--- src/hdl/hash_group_by_file_stats_assert.svh ---
// Assertion macros for the group-by aggregation table.
// Used by hgbfs_back; expects signals named clock and reset in scope.
`ifndef HASH_GROUP_BY_FILE_STATS_ASSERT_SVH
`define HASH_GROUP_BY_FILE_STATS_ASSERT_SVH

`define HGBFS_ASSERT_NOW(label, ante, cons) \
   label: assert property (@(posedge clock) disable iff (reset) (ante) |-> (cons)) \
      else $error("hgbfs assertion failed");

`define HGBFS_ASSERT_NEXT(label, ante, cons) \
   label: assert property (@(posedge clock) disable iff (reset) (ante) |=> (cons)) \
      else $error("hgbfs assertion failed");

`endif

--- src/hdl/hgbfs_pkg.sv ---
// Shared types and constants of the group-by aggregation table.
// No dependencies; used by every other file of the block except the assertion header.
`default_nettype none

package hgbfs_pkg;

   localparam int KEY_W  = 32;
   localparam int ID_W   = 32;
   localparam int SIZE_W = 48;
   localparam int BLK_W  = 40;
   localparam int TIME_W = 40;
   localparam int SEL_W  = 4;
   localparam int RB_W   = 10;
   localparam int BKT_W  = 11;
   localparam int TU_W   = 11;
   localparam int EXT_W  = 48;
   localparam int SUM_W  = 64;
   localparam int CNT_W  = 32;

   localparam logic [TU_W-1:0] TU_RESET = 11'd1024;

   localparam logic KIND_RECORD = 1'b0;
   localparam logic KIND_READ   = 1'b1;

   localparam logic [1:0] STAT_NEW  = 2'd0;
   localparam logic [1:0] STAT_UPD  = 2'd1;
   localparam logic [1:0] STAT_FULL = 2'd2;
   localparam logic [1:0] STAT_READ = 2'd3;

   localparam logic [SEL_W-1:0] SEL_COUNT     = 4'd0;
   localparam logic [SEL_W-1:0] SEL_SUM_FIRST = 4'd1;
   localparam logic [SEL_W-1:0] SEL_SUM_LAST  = 4'd4;
   localparam logic [SEL_W-1:0] SEL_EXT_FIRST = 4'd5;
   localparam logic [SEL_W-1:0] SEL_EXT_LAST  = 4'd12;

   typedef struct packed {
      logic              kind;
      logic [KEY_W-1:0]  type_key;
      logic [ID_W-1:0]   file_id;
      logic [SIZE_W-1:0] file_size;
      logic [BLK_W-1:0]  block_count;
      logic [TIME_W-1:0] change_time;
      logic [TIME_W-1:0] modify_time;
      logic [BKT_W-1:0]  bucket;
      logic              rd_ok;
      logic [SEL_W-1:0]  stat_select;
   } cmd_type;

   typedef struct packed {
      logic [CNT_W-1:0]            count;
      logic [3:0][SUM_W-1:0]       sums;
      logic [7:0][EXT_W-1:0]       ext;
      logic [7:0][ID_W-1:0]        ids;
   } group_type;

   typedef struct packed {
      logic clearing;
   } back_status_type;

   function automatic logic [TU_W-1:0] buckets_in_use(input logic [TU_W-1:0] tu,
                                                      input int unsigned depth);
      logic [TU_W-1:0] n;
      n = tu;
      if (tu < 11'd2) begin
         n = 11'd2;
      end else if (32'(tu) > depth) begin
         n = TU_W'(depth);
      end
      return n;
   endfunction

endpackage

`default_nettype wire

--- src/hdl/hgbfs_queue.sv ---
// Two-entry command queue between the front end and the table engine.
// Depends on hgbfs_pkg.
`default_nettype none

module hgbfs_queue (
   input  wire logic                clock,
   input  wire logic                reset,
   input  wire logic                in_valid,
   output      logic                in_ready,
   input  wire hgbfs_pkg::cmd_type  in_data,
   output      logic                out_valid,
   input  wire logic                out_ready,
   output      hgbfs_pkg::cmd_type  out_data
);

   hgbfs_pkg::cmd_type  slot_ff [2];
   logic                wr_ptr_ff;
   logic                rd_ptr_ff;
   logic [1:0]          cnt_ff;
   logic                push;
   logic                pop;

   assign in_ready  = (cnt_ff != 2'd2);
   assign out_valid = (cnt_ff != 2'd0);
   assign out_data  = slot_ff[rd_ptr_ff];
   assign push      = in_valid && in_ready;
   assign pop       = out_valid && out_ready;

   always_ff @(posedge clock) begin
      if (push) begin
         slot_ff[wr_ptr_ff] <= in_data;
      end
   end

   always_ff @(posedge clock) begin
      if (reset) begin
         wr_ptr_ff <= 1'b0;
         rd_ptr_ff <= 1'b0;
         cnt_ff    <= 2'd0;
      end else begin
         if (push) begin
            wr_ptr_ff <= !wr_ptr_ff;
         end
         if (pop) begin
            rd_ptr_ff <= !rd_ptr_ff;
         end
         case ({push, pop})
            2'b10:   cnt_ff <= cnt_ff + 2'd1;
            2'b01:   cnt_ff <= cnt_ff - 2'd1;
            default: cnt_ff <= cnt_ff;
         endcase
      end
   end

endmodule

`default_nettype wire

--- config.mk ---
export PLATFORM = sky130hd
export DESIGN_NAME = hgbfs_queue
export DESIGN_NICKNAME = d
export VERILOG_FILES = /design/src/hdl/hash_group_by_file_stats_assert.svh /design/src/hdl/hgbfs_pkg.sv /design/src/hdl/hgbfs_queue.sv
export SDC_FILE = /design/constraint.sdc
export NUM_CORES = 1
export LEC_CHECK = 0
export ABC_AREA = 0
export BUFFER_PORTS_ARGS = -buffer_cell sky130_fd_sc_hd__buf_2
export CAP_MARGIN = 0
export CORE_MARGIN = 1
export CORE_UTILIZATION = 40
export CTS_CLUSTER_SIZE = 30
export DETAILED_ROUTE_END_ITERATION = 10
export GPL_TIMING_DRIVEN = 0
export HOLD_SLACK_MARGIN = 0.05
export MAX_ROUTING_LAYER = met4
export PLACE_DENSITY = 0.66
export SKIP_CTS_REPAIR_TIMING = 1
export SLEW_MARGIN = 40
export SYNTH_ARGS = -nofsm -noshare
export SYNTH_HDL_FRONTEND = slang
export SYNTH_SLANG_ARGS = --single-unit
export TNS_END_PERCENT = 5
--- constraint.sdc ---
create_clock -name clock -period 17.75 [get_ports clock]
set_clock_uncertainty 0.15 [all_clocks]
set_input_delay 1.775 -clock clock [delete_from_list [all_inputs] [get_ports clock]]
set_output_delay 1.775 -clock clock [all_outputs]
set_load 0.05 [all_outputs]
# [Word level (Yosys, flattened, before mapping)]
# Memories as Yosys holds them, arrays and structs flattened. A register that Yosys moved wholly into a read port is not among the register bits.
# Index checks and enable logic that the tools add are counted.
# W data, S select, Z words.
[op_classes] n_addsub=2 n_reduce_logical=6 mux=5 n_eq_ne=3
[op_table] cell="$mux W1" count=4
[op_table] cell="$pmux W2 S2" count=1
[op_table] cell="$reduce_bool A2 Y1" count=2
[op_table] cell="$add A2 B1 Y2 const B" count=1
[op_table] cell="$eq A2 B1 Y1 const B" count=1
[op_table] cell="$eq A2 B2 Y1 const B" count=1
[op_table] cell="$logic_and A1 B1 Y1" count=2
[op_table] cell="$logic_not A1 Y1" count=2
[op_table] cell="$ne A2 B2 Y1 const B" count=1
[op_table] cell="$sub A2 B1 Y2 const B" count=1
[totals] mem_count=1 wordCells=20 ramBits=498 regBits=4 output_inout_bits=251 input_bits=253
[memory_table] memory="slot_ff" words=2 width=249 read_ports=1 rd_clocked_by_memory_dff=1 write_ports=1 line="hgbfs_queue.sv:16" source="hgbfs_pkg::cmd_type slot_ff [2];"

# [Logic depth before layout (Yosys ltp)]
# Gate-level depths: netlist (run 1).
[logic_depth] depth_word=4 depth_mapped=6 mapped_depth_nobuf=6

# [Least setup slack after synthesis (run 1)]
# Ideal clock, no wire load.
[synth_path] path_kind="input to register" from="input in_valid" to="memory slot_ff[1][0] (netlist name), enable pin" path_slack_ps=9459 t_arrival_ps=7498 stages=1 path_cell_list="and3_1"
[synth_via] elab_chain_len=3
[synth_rtl] item="start: declaration" line="hgbfs_queue.sv:8" source="input wire logic in_valid,"
[synth_rtl] item="$logic_and A1 B1 Y1" line="hgbfs_queue.sv:26" source="assign push = in_valid && in_ready;"
[synth_rtl] item="$mux W1" line="hgbfs_queue.sv:30" source="if (push) begin"
[synth_rtl] item="$mux W1 (implied by the code)" line="hgbfs_queue.sv:31" source="slot_ff[wr_ptr_ff] <= in_data;"
[synth_rtl] item="end: declaration" line="hgbfs_queue.sv:16"
# Every way passes these cells.

==> flow_summary_export.csv, run 1 <==
group,metric,value,unit
run_status,run_status,"finished, final reports clean",
synth,yosys.area.top_type_share,81.34,%
power_and_ir_drop,ir_drop,0.1081,mV
placement,place_congestion,0.7634,
sta,tns,0,ns
setup_path,cp_data_arrival_time,2.11,ns
synth,avgSynthCellArea,23.01,um2
cells_and_area,syn_to_final_growth,27.67,%
grt,top_usage_layer,"met2",
detailed_routing,drt_iter0_markers,455,
detailed_routing,num_vias,9428,
floorplan,core_area,45380,um2
detailed_routing,detail_route.first_pass.iterations,5,
placement,dpl.hpwl,27650,um
hold_path,hold_path.startpoint,"rd_ptr_ff",
detailed_routing,viasPerCell,4.700,
grt,grt.total_usage,16.75,%
floorplan,die_h,216.4,um
clock_network,clock_path_buffers,3,
placement,port_buffers,503,
synth,ys_warn_count,0,
placement,placedCellCount,1914,
power_and_ir_drop,powerDensity,172.6,nW/um2
cells_and_area,fin_nets,1620,
clock_network,numCtsBuffers,50,
grt,grt_pass1_wl,57100,um
power_and_ir_drop,power.leakage,8.759,nW
setup_path,worstPathMaxFanout,10,
synth,synth_area,18380,um2
setup_path,crit_required,15.83,ns
sta,finalCritPeriodShare,22.71,%
floorplan,io-pin-count,504,
synth,ys_seq_area_share,81.89,%
detailed_routing,ant_nets,0,
sta,finalHoldViolCount,0,
detailed_routing,drcViolationCount,0,
synth,syn-num-nets,1053,
detailed_routing,drt_wl_total,39380,um
floorplan,start_util,40.51,%
grt,gr-usage-met1,18.79,%
sta,period_minus_slack,4.031,ns
sta,maxSlewHeadroom,72.74,%
clock_network,h-tree-depth,2,
floorplan,die-area,46820,um2
setup_path,r2r_end,"slot_ff[0][146]",
sta,rsz0062_at_grt,"false",
setup_path,reg2reg_from,"cnt_ff[0]",
cells_and_area,drive_gt1_share,60.40,%
cells_and_area,mostFrequentLayoutCells,"507 x buf_2, 498 x edfxtp_1, 206 x mux2_2",
setup_path,path_class,"flip-flop to output pin",
grt,grt_max_degree,69,
synth,synth.ff_latch_count,503,
setup_path,rrSetupSlack,15.42,ns
placement,placed_area,21930,um2
synth,synth_cell_types,22,
grt,antenna_found_initial,8,
grt,gr-total-overflow,0,
grt,met2_usage,29.05,%
synth,synthCells,799,
grt,grt_pass1_vias,9904,
synth,synth_area_leader_cell,"edfxtp_1",
clock_network,path_clk_slew,0.06,ns
sta,max_freq,0.2481,GHz
clock_network,cts-root-buf,"clkbuf_16",
setup_path,r2r_cells,5,
grt,met3_usage,4.253,%
sta,slew_viol_final,0,
power_and_ir_drop,total_power,4.052,mW
clock_network,clk_latency,0.57,ns
sta,holdWs,0.3702,ns
setup_path,cp-start-kind,"flip-flop",
clock_network,clock-sinks,503,
synth,ys_top_cells_by_area,"edfxtp_1 81%, mux2_2 13%, mux2_4 2.5%, buf_6 1.5%, mux2_1 0.80%",
floorplan,fp.dieW,216.4,um
cells_and_area,fin_cells,2006,
detailed_routing,wl_per_cell,19.63,um
setup_path,cp-end-kind,"output pin",
cells_and_area,layout_commonest_cell,"buf_2",
cells_and_area,finalInstanceArea,23470,um2
clock_network,cts_tree,"yes",
hold_path,hold_path.class,"flip-flop to flip-flop",
run,cap_violations,0,
hold_path,min_path_cells,2,
sta,worst_slew_pin_slew,0.4090,ns
floorplan,fp-row-count,78,
sta,setup_violations,0,
-- per-stage QoR --
stage                     util [%]  worst slack, ns
final                        51.72            13.72
after global routing         51.72            13.57
after global placement       47.71            5.865
after detailed placement     48.33            14.19
after floorplan                  -            9.459
after CTS                    51.68            13.62
-- report_power, final --
group / switching (mW) / total (mW) / leakage [nW] / internal, mW
Sequential: 0.0336 / 1.53 / 4.70 / 1.50
Combinational: 1.10 / 1.54 / 3.33 / 0.439
Clock: 0.418 / 0.987 / 0.729 / 0.569
Total: 1.55 / 4.05 / 8.76 / 2.50
-- layout make-up --
class                      count  area, um2
antenna                        7      17.52
buffer                        28      290.3
clock buffer                  65       1371
clock inverter                20      147.6
fill                        3715      21910
inverter                       1      11.26
multi-input combinational    267       3040
sequential                   503      15050
tap                          600      750.7
timing repair buffer         515       2788
-- critical path: stages, from the launching register on --
cell,delay (ns)
dfxtp_1,0.30
buf_2,0.18
buf_6,0.19
buf_6,0.18
mux2_1,0.42
buf_2,0.25
-- cell families (layout without fill, tap and decap cells) --
family / Yosys count / count (layout) / share of synthesized area, %
mux: 249 / 249 / 15.86
other cells: 0 / 7 / 0
compound gates: 5 / 5 / 0.1769
fa+ha+maj: 1 / 1 / 0.06805
buf+inv: 29 / 629 / 1.599
simple gates: 9 / 9 / 0.2587
xor+xnor: 3 / 3 / 0.1430
flops: 503 / 503 / 81.89
-- Yosys cell counts --
master,count
nand3b_1,1
o21a_1,1
xor2_1,1
or3_1,1
edfxtp_1,498
ha_1,1
o21ai_0,1
nand2b_1,1
mux2_1,13
or2_2,1
a21bo_2,1
a21oi_1,2
and3_1,1
nor2_1,3
buf_2,4
buf_6,24
inv_1,1
xnor2_1,2
mux2_2,206
mux2_4,30
nand2_1,1
dfxtp_1,5
-- flip-flops by register name, summed over array words and instances (netlist names), named ones only --
name       cells
cnt_ff         2
rd_ptr_ff      1
slot_ff      498
wr_ptr_ff      1
-- worst max path at each step --
stage	start	to	slack [ns]
after floorplan	in_valid	slot_ff[1][0]	9.46
final	flip-flop	out_data[232]	13.72
after CTS	flip-flop	out_data[232]	13.62
after global placement	in_valid	slot_ff[1][53]	5.86
after detailed placement	in_valid	slot_ff[0][34]	14.19
after global routing	flip-flop	out_data[232]	13.57
-- per-layer routing --
layer / up-vias / wire (um)
met4: 0 / 857
met3: 52 / 2309
met1: 4744 / 15200
met2: 291 / 21010
li1: 4341 / -
met5: - / 0
No activity file was read; power rests on OpenSTA's default activity.
==> inputs of run 2 (changes only) <==
--- a/config.mk
+++ b/config.mk
@@ -5,7 +5,7 @@
 export SDC_FILE = /design/constraint.sdc
 export NUM_CORES = 1
 export LEC_CHECK = 0
-export ABC_AREA = 0
+export ABC_AREA = 1
 export BUFFER_PORTS_ARGS = -buffer_cell sky130_fd_sc_hd__buf_2
 export CAP_MARGIN = 0
 export CORE_MARGIN = 1
@@ -15,7 +15,7 @@
 export GPL_TIMING_DRIVEN = 0
 export HOLD_SLACK_MARGIN = 0.05
 export MAX_ROUTING_LAYER = met4
-export PLACE_DENSITY = 0.66
+export PLACE_DENSITY = 0.68
 export SKIP_CTS_REPAIR_TIMING = 1
 export SLEW_MARGIN = 40
 export SYNTH_ARGS = -nofsm -noshare
==> constraint.sdc (replaced) <==
create_clock -name clock -period 3.7 [get_ports clock]
set_clock_uncertainty 0.15 [all_clocks]
set_input_delay 0.37 -clock clock [delete_from_list [all_inputs] [get_ports clock]]
set_output_delay 0.37 -clock clock [all_outputs]
set_load 0.05 [all_outputs]
==> flow_summary_export.csv, run 2 <==
group,metric,value,unit
synth,ys_warn_count,0,
cells_and_area,syn_to_final_growth,44.13,%
synth,async_flop_share,0,%
grt,grt_pass1_vias,10026,
power_and_ir_drop,ir_drop,0.5939,mV
power_and_ir_drop,power.leakage,10.82,nW
run,cap_violations,0,
synth,ys.flop_type,"edfxtp_1",
clock_network,clock_path_buffers,3,
cells_and_area,multi_input_area,3721,um2
setup_path,cp_data_arrival_time,2.80,ns
clock_network,clk_latency,0.59,ns
power_and_ir_drop,powerDensity,656.2,nW/um2
detailed_routing,drcViolationCount,29,
synth,yosys.area.top_type_share,78.48,%
grt,grt.total_usage,16.80,%
setup_path,r2r_cells,10,
cells_and_area,mostFrequentLayoutCells,"506 x buf_2, 498 x edfxtp_1, 252 x dlygate4sd3_1",
synth,synth.ff_latch_count,503,
grt,grt_max_degree,20,
hold_path,hold_path.startpoint,"in_data[157]",
cells_and_area,reg_top3,"slot_ff (498), cnt_ff (2)",
clock_network,h-tree-depth,2,
synth,synth_edf_count,498,
clock_network,numCtsBuffers,54,
detailed_routing,wl_per_cell,19.67,um
cells_and_area,layout_commonest_cell,"buf_2",
sta,slew_viol_final,0,
floorplan,core_area,46750,um2
cells_and_area,drive_gt1_share,52.70,%
floorplan,fp-row-count,79,
grt,grt_pass1_wl,58540,um
synth,synth_most_common_cell,"edfxtp_1",
hold_path,min_path_cells,2,
grt,antenna_found_initial,4,
placement,placedCellCount,1958,
run_status,violations,"design-rule violations",
placement,port_buffers,503,
detailed_routing,num_vias,10742,
floorplan,fp.dieW,220.3,um
cells_and_area,fin_nets,1913,
clock_network,path_clk_slew,0.06,ns
cells_and_area,num-fill-cells,3404,
synth,synth_commonest_cells,"498 x edfxtp_1, 202 x mux2_4, 47 x mux2_2",
setup_path,path_class,"primary input to flip-flop",
sta,max_freq,0.3749,GHz
detailed_routing,ant_nets,0,
detailed_routing,drt_wl_total,45480,um
synth,ys_top_cells_by_area,"edfxtp_1 78%, mux2_4 16%, mux2_2 2.8%, buf_6 1.5%, dfxtp_1 0.53%",
floorplan,die-area,48510,um2
synth,synth_cell_types,13,
cells_and_area,fin_cells,2312,
placement,dpl.hpwl,30620,um
detailed_routing,detail_route.first_pass.iterations,7,
synth,syn-num-nets,1067,
placement,place_congestion,0.7791,
setup_path,worstPathMaxFanout,19,
synth,avgSynthCellArea,23.44,um2
sta,finalHoldViolCount,0,
sta,finalCritPeriodShare,72.08,%
cells_and_area,seq_area,15060,um2
detailed_routing,viasPerCell,4.646,
run_status,run_status,"finished, violations left",
floorplan,die_h,220.3,um
sta,setup_ws,1.033,ns
cells_and_area,largest_register_ffs,498,
setup_path,cp-start-kind,"primary input",
grt,gr-total-overflow,0,
clock_network,cts-root-buf,"clkbuf_16",
setup_path,crit_required,3.83,ns
sta,maxSlewHeadroom,71.28,%
setup_path,cp-end-kind,"flip-flop",
synth,synth_area,19050,um2
synth,ys_seq_area_share,79.01,%
clock_network,cts_tree,"yes",
setup_path,worstSetupStartpoint,"in_valid",
clock_network,clock-sinks,503,
sta,rsz0062_at_grt,"false",
cells_and_area,top_register,"slot_ff",
placement,dp_slack,0.9985,ns
floorplan,start_util,40.76,%
hold_path,hold_path.class,"primary input to flip-flop",
synth,synthCells,813,
setup_path,reg2reg_from,"cnt_ff[0]",
detailed_routing,drt_iter0_markers,527,
synth,synth_area_leader_cell,"edfxtp_1",
sta,worst_slew_pin_slew,0.4298,ns
floorplan,io-pin-count,504,
sta,period_minus_slack,2.667,ns
sta,setup_violations,0,
[run 2: changes by cell type in the layout (fill, tap and decap cells not counted), moves of 5 or more]
cell / before / now
dlygate4sd3_1: 0 / 252
nor2_1: 3 / 8
buf_8: 0 / 11
buf_16: 4 / 21
inv_1: 0 / 7
nand2_1: 1 / 6
mux2_1: 13 / 0
mux2_2: 206 / 47
mux2_4: 30 / 202
buf_12: 8 / 0
clkinv_2: 3 / 8
[run 2: cells by family (layout without fill, tap and decap cells)]
kind of cell	Yosys count	after routing	synth area share (%)
DFF	503	503	79.01
adders and majority gates	1	1	0.06565
muxes	249	249	18.69
and+or+nand+nor	19	19	0.3875
buffers and inverters	36	925	1.714
AOI/OAI and AO/OA	5	5	0.1313
other	0	3	0
[run 2: area by class of cell]
cell class                      count  area share, %
Sequential cell                   503          54.82
Clock inverter                     28          1.071
Antenna cell                        3        0.02734
Buffer                             28          1.080
Inverter                            8         0.1185
Tap cell                          607          2.765
Timing Repair Buffer              790          21.18
Multi-Input combinational cell    274          13.55
Clock buffer                       71          5.385
[run 2: path summary, 6_finish.rpt]
| kind | endpoint | slack [ns] |
|---|---|---|
| worst max-delay path | slot_ff[0][137] | 1.03 |
| worst min-delay path | slot_ff[1][157] | 0.35 |
| worst max register to register | slot_ff[0][137] | 1.04 |
| worst min register to register | rd_ptr_ff | 0.36 |
[run 2: routing by layer]
| layer | track usage, % | vias to the layer above | wire [um] |
|---|---|---|---|
| met5 | - | - | 0 |
| met4 | 5.172 | 0 | 1105 |
| met3 | 5.911 | 71 | 3461 |
| met2 | 28.85 | 387 | 24150 |
| met1 | 18.12 | 5345 | 16760 |
| li1 | - | 4939 | - |
[run 2: where the power goes]
| group | leakage (nW) | total [mW] | switching, mW | internal [mW] |
|---|---|---|---|---|
| Sequential | 4.70 | 7.13 | 0.158 | 6.97 |
| Clock | 0.858 | 5.36 | 2.14 | 3.22 |
| Combinational | 5.27 | 5.54 | 3.59 | 1.94 |
| Total | 10.8 | 18.0 | 5.89 | 12.1 |
[run 2: worst max-delay path: stages]
cell           delay, ns
dlygate4sd3_1       0.55
buf_2               0.18
nand2_8             0.08
nor2_4              0.37
buf_8               0.24
buf_16              0.18
buf_8               0.20
buf_8               0.23
buf_8               0.18
buf_8               0.20
[run 2: metrics by stage]
step	total power [mW]	util, %	instance area, um2	hold slack [ns]	TNS [ns]
floorplan	11.26	-	19110	0.3148	-570.53
global placement	12.34	47.87	22380	0.3286	-1635.22
detailed placement	12.56	49.54	23160	0.3446	0
CTS	17.92	53.33	24930	-0.2196	0
global route	18.62	58.74	27460	0.3224	0
finish	18.02	58.74	27460	0.3542	0
==> inputs of run 3 (changes only) <==
==> constraint.sdc (replaced) <==
create_clock -name clock -period 2.35 [get_ports clock]
set_clock_uncertainty 0.15 [all_clocks]
set_input_delay 0.235 -clock clock [delete_from_list [all_inputs] [get_ports clock]]
set_output_delay 0.235 -clock clock [all_outputs]
set_load 0.05 [all_outputs]
==> flow_summary_export.csv, run 3 (synthesis gave the netlist of run 2 again) <==
group,metric,value,unit
floorplan,core_area,46750,um2
placement,place_congestion,0.7791,
detailed_routing,wl_per_cell,19.53,um
cells_and_area,top_register,"slot_ff",
cells_and_area,reg_top3,"slot_ff (498), cnt_ff (2)",
clock_network,clock_path_buffers,3,
cells_and_area,multi_input_area,3721,um2
sta,setup_ws,-0.04934,ns
clock_network,path_clk_slew,0.06,ns
hold_path,hold_path.startpoint,"in_data[157]",
grt,gr-total-overflow,0,
hold_path,hold_end,"slot_ff[1][157]",
cells_and_area,syn_to_final_growth,44.95,%
sta,maxSlewHeadroom,78.53,%
clock_network,numCtsBuffers,54,
placement,port_buffers,503,
cells_and_area,largest_register_ffs,498,
detailed_routing,detail_route.first_pass.iterations,7,
run_status,violations,"design-rule violations, negative setup slack",
clock_network,h-tree-depth,2,
cells_and_area,drive_gt1_share,52.73,%
run,cap_violations,0,
placement,dpl.hpwl,30620,um
setup_path,crit_required,1.97,ns
floorplan,die-area,48510,um2
power_and_ir_drop,switching_share,32.55,%
cells_and_area,layout_commonest_cell,"edfxtp_1",
setup_path,reg2reg_from,"cnt_ff[0]",
power_and_ir_drop,powerDensity,1032,nW/um2
grt,grt_max_degree,20,
clock_network,cts-root-buf,"clkbuf_16",
detailed_routing,viasPerCell,4.653,
grt,antenna_found_initial,3,
clock_network,clock-sinks,503,
sta,tns,-2.881,ns
power_and_ir_drop,ir_drop,0.7823,mV
hold_path,min_path_cells,2,
detailed_routing,drt_iter0_markers,571,
detailed_routing,num_vias,10758,
grt,grt.total_usage,16.80,%
floorplan,fp.dieW,220.3,um
power_and_ir_drop,p_switching,9.275,mW
cells_and_area,fin_nets,1914,
floorplan,fp-row-count,79,
floorplan,io-pin-count,504,
run_status,run_status,"finished, violations left",
detailed_routing,drcViolationCount,29,
power_and_ir_drop,power.leakage,10.87,nW
sta,rsz0062_at_grt,"true",
power_and_ir_drop,p_comb_share,31.1,%
detailed_routing,ant_nets,0,
grt,grt_pass1_wl,58540,um
sta,holdWs,0.2214,ns
sta,period_minus_slack,2.399,ns
setup_path,rrSetupSlack,0.13,ns
setup_path,worstPathMaxFanout,10,
hold_path,hold_path.class,"primary input to flip-flop",
sta,max_freq,0.4168,GHz
setup_path,path_class,"flip-flop to output pin",
power_and_ir_drop,internal_power,19.22,mW
cells_and_area,seq_area,15060,um2
sta,slew_viol_final,0,
setup_path,r2r_end,"slot_ff[0][136]",
sta,finalHoldViolCount,0,
setup_path,cp_data_arrival_time,2.01,ns
sta,worst_slew_pin_slew,0.3221,ns
cells_and_area,num-fill-cells,3380,
power_and_ir_drop,clkPwrFrac,29.6,%
placement,placedCellCount,1958,
power_and_ir_drop,pwr-share-seq,39.4,%
grt,grt_pass1_vias,10026,
setup_path,cp-start-kind,"flip-flop",
detailed_routing,drt_wl_total,45160,um
cells_and_area,fin_cells,2312,
floorplan,start_util,40.76,%
floorplan,die_h,220.3,um
sta,finalCritPeriodShare,102.1,%
cells_and_area,mostFrequentLayoutCells,"498 x edfxtp_1, 492 x buf_2, 252 x dlygate4sd3_1",
setup_path,r2r_cells,10,
sta,setup_violations,136,
clock_network,clk_latency,0.58,ns
clock_network,cts_tree,"yes",
setup_path,cp-end-kind,"output pin",
power_and_ir_drop,total_power,28.50,mW
[run 3: changes by cell type in the layout (fill, tap and decap cells not counted)]
cell and delta:
diode_2 -1, buf_8 +1, buf_6 -1, clkbuf_4 +4
buf_12 +9, buf_2 -14, buf_4 +2
[run 3: critical path, cell delays in order (launching register included)]
cell and delay (ns):
dfxtp_1 0.32, buf_6 0.15, buf_12 0.20, buf_6 0.21, mux2_4 0.32, buf_2 0.22
[run 3: power by group through the flow]
stage / Clock [mW] / Sequential [mW] / Combinational, mW
after floorplan: 0 / 11.5 / 6.28
after global placement: 0 / 11.6 / 7.87
after detailed placement: 0 / 11.4 / 8.38
after CTS: 8.60 / 11.2 / 8.40
after global routing: 8.95 / 11.3 / 9.21
final: 8.42 / 11.2 / 8.85
[run 3: stage by stage]
stage | setup WS, ns | utilization, % | instance area, um2
after floorplan | -2.503 | - | 19110
after global placement | -4.616 | 47.87 | 22380
after global routing | -0.1293 | 59.07 | 27620
after detailed placement | -0.3167 | 49.54 | 23160
final | -0.04934 | 59.07 | 27620
after CTS | -0.3344 | 53.33 | 24930
[run 3: how the worst max path moves through the flow]
stage               slack [ns]              end       from  cells after the start
CTS                      -0.33  slot_ff[0][202]  cnt_ff[0]                     10
global placement         -4.62  slot_ff[0][129]  cnt_ff[0]                      4
global route             -0.13    out_data[201]  flip-flop                      5
detailed placement       -0.32  slot_ff[0][199]  cnt_ff[0]                     10
floorplan                -2.50    slot_ff[0][0]  cnt_ff[0]                      4
finish                   -0.05    out_data[201]  flip-flop                      5
[run 3: area by class of cell]
cell class / instances / share of cell area (%)
antenna: 2 / 0.01812
clock inverter: 28 / 1.065
buffer: 28 / 1.377
multi-input combinational: 274 / 13.47
clock buffer: 71 / 5.355
timing repair buffer: 791 / 21.33
tap: 607 / 2.750
inverter: 8 / 0.1178
sequential: 503 / 54.51
[run 3: layer usage]
layer / part of all wire [%] / global-route usage (%)
met2: 53 / 28.85
met3: 7.6 / 5.911
met4: 2.6 / 5.172
met1: 37 / 18.12
met5: 0 / -
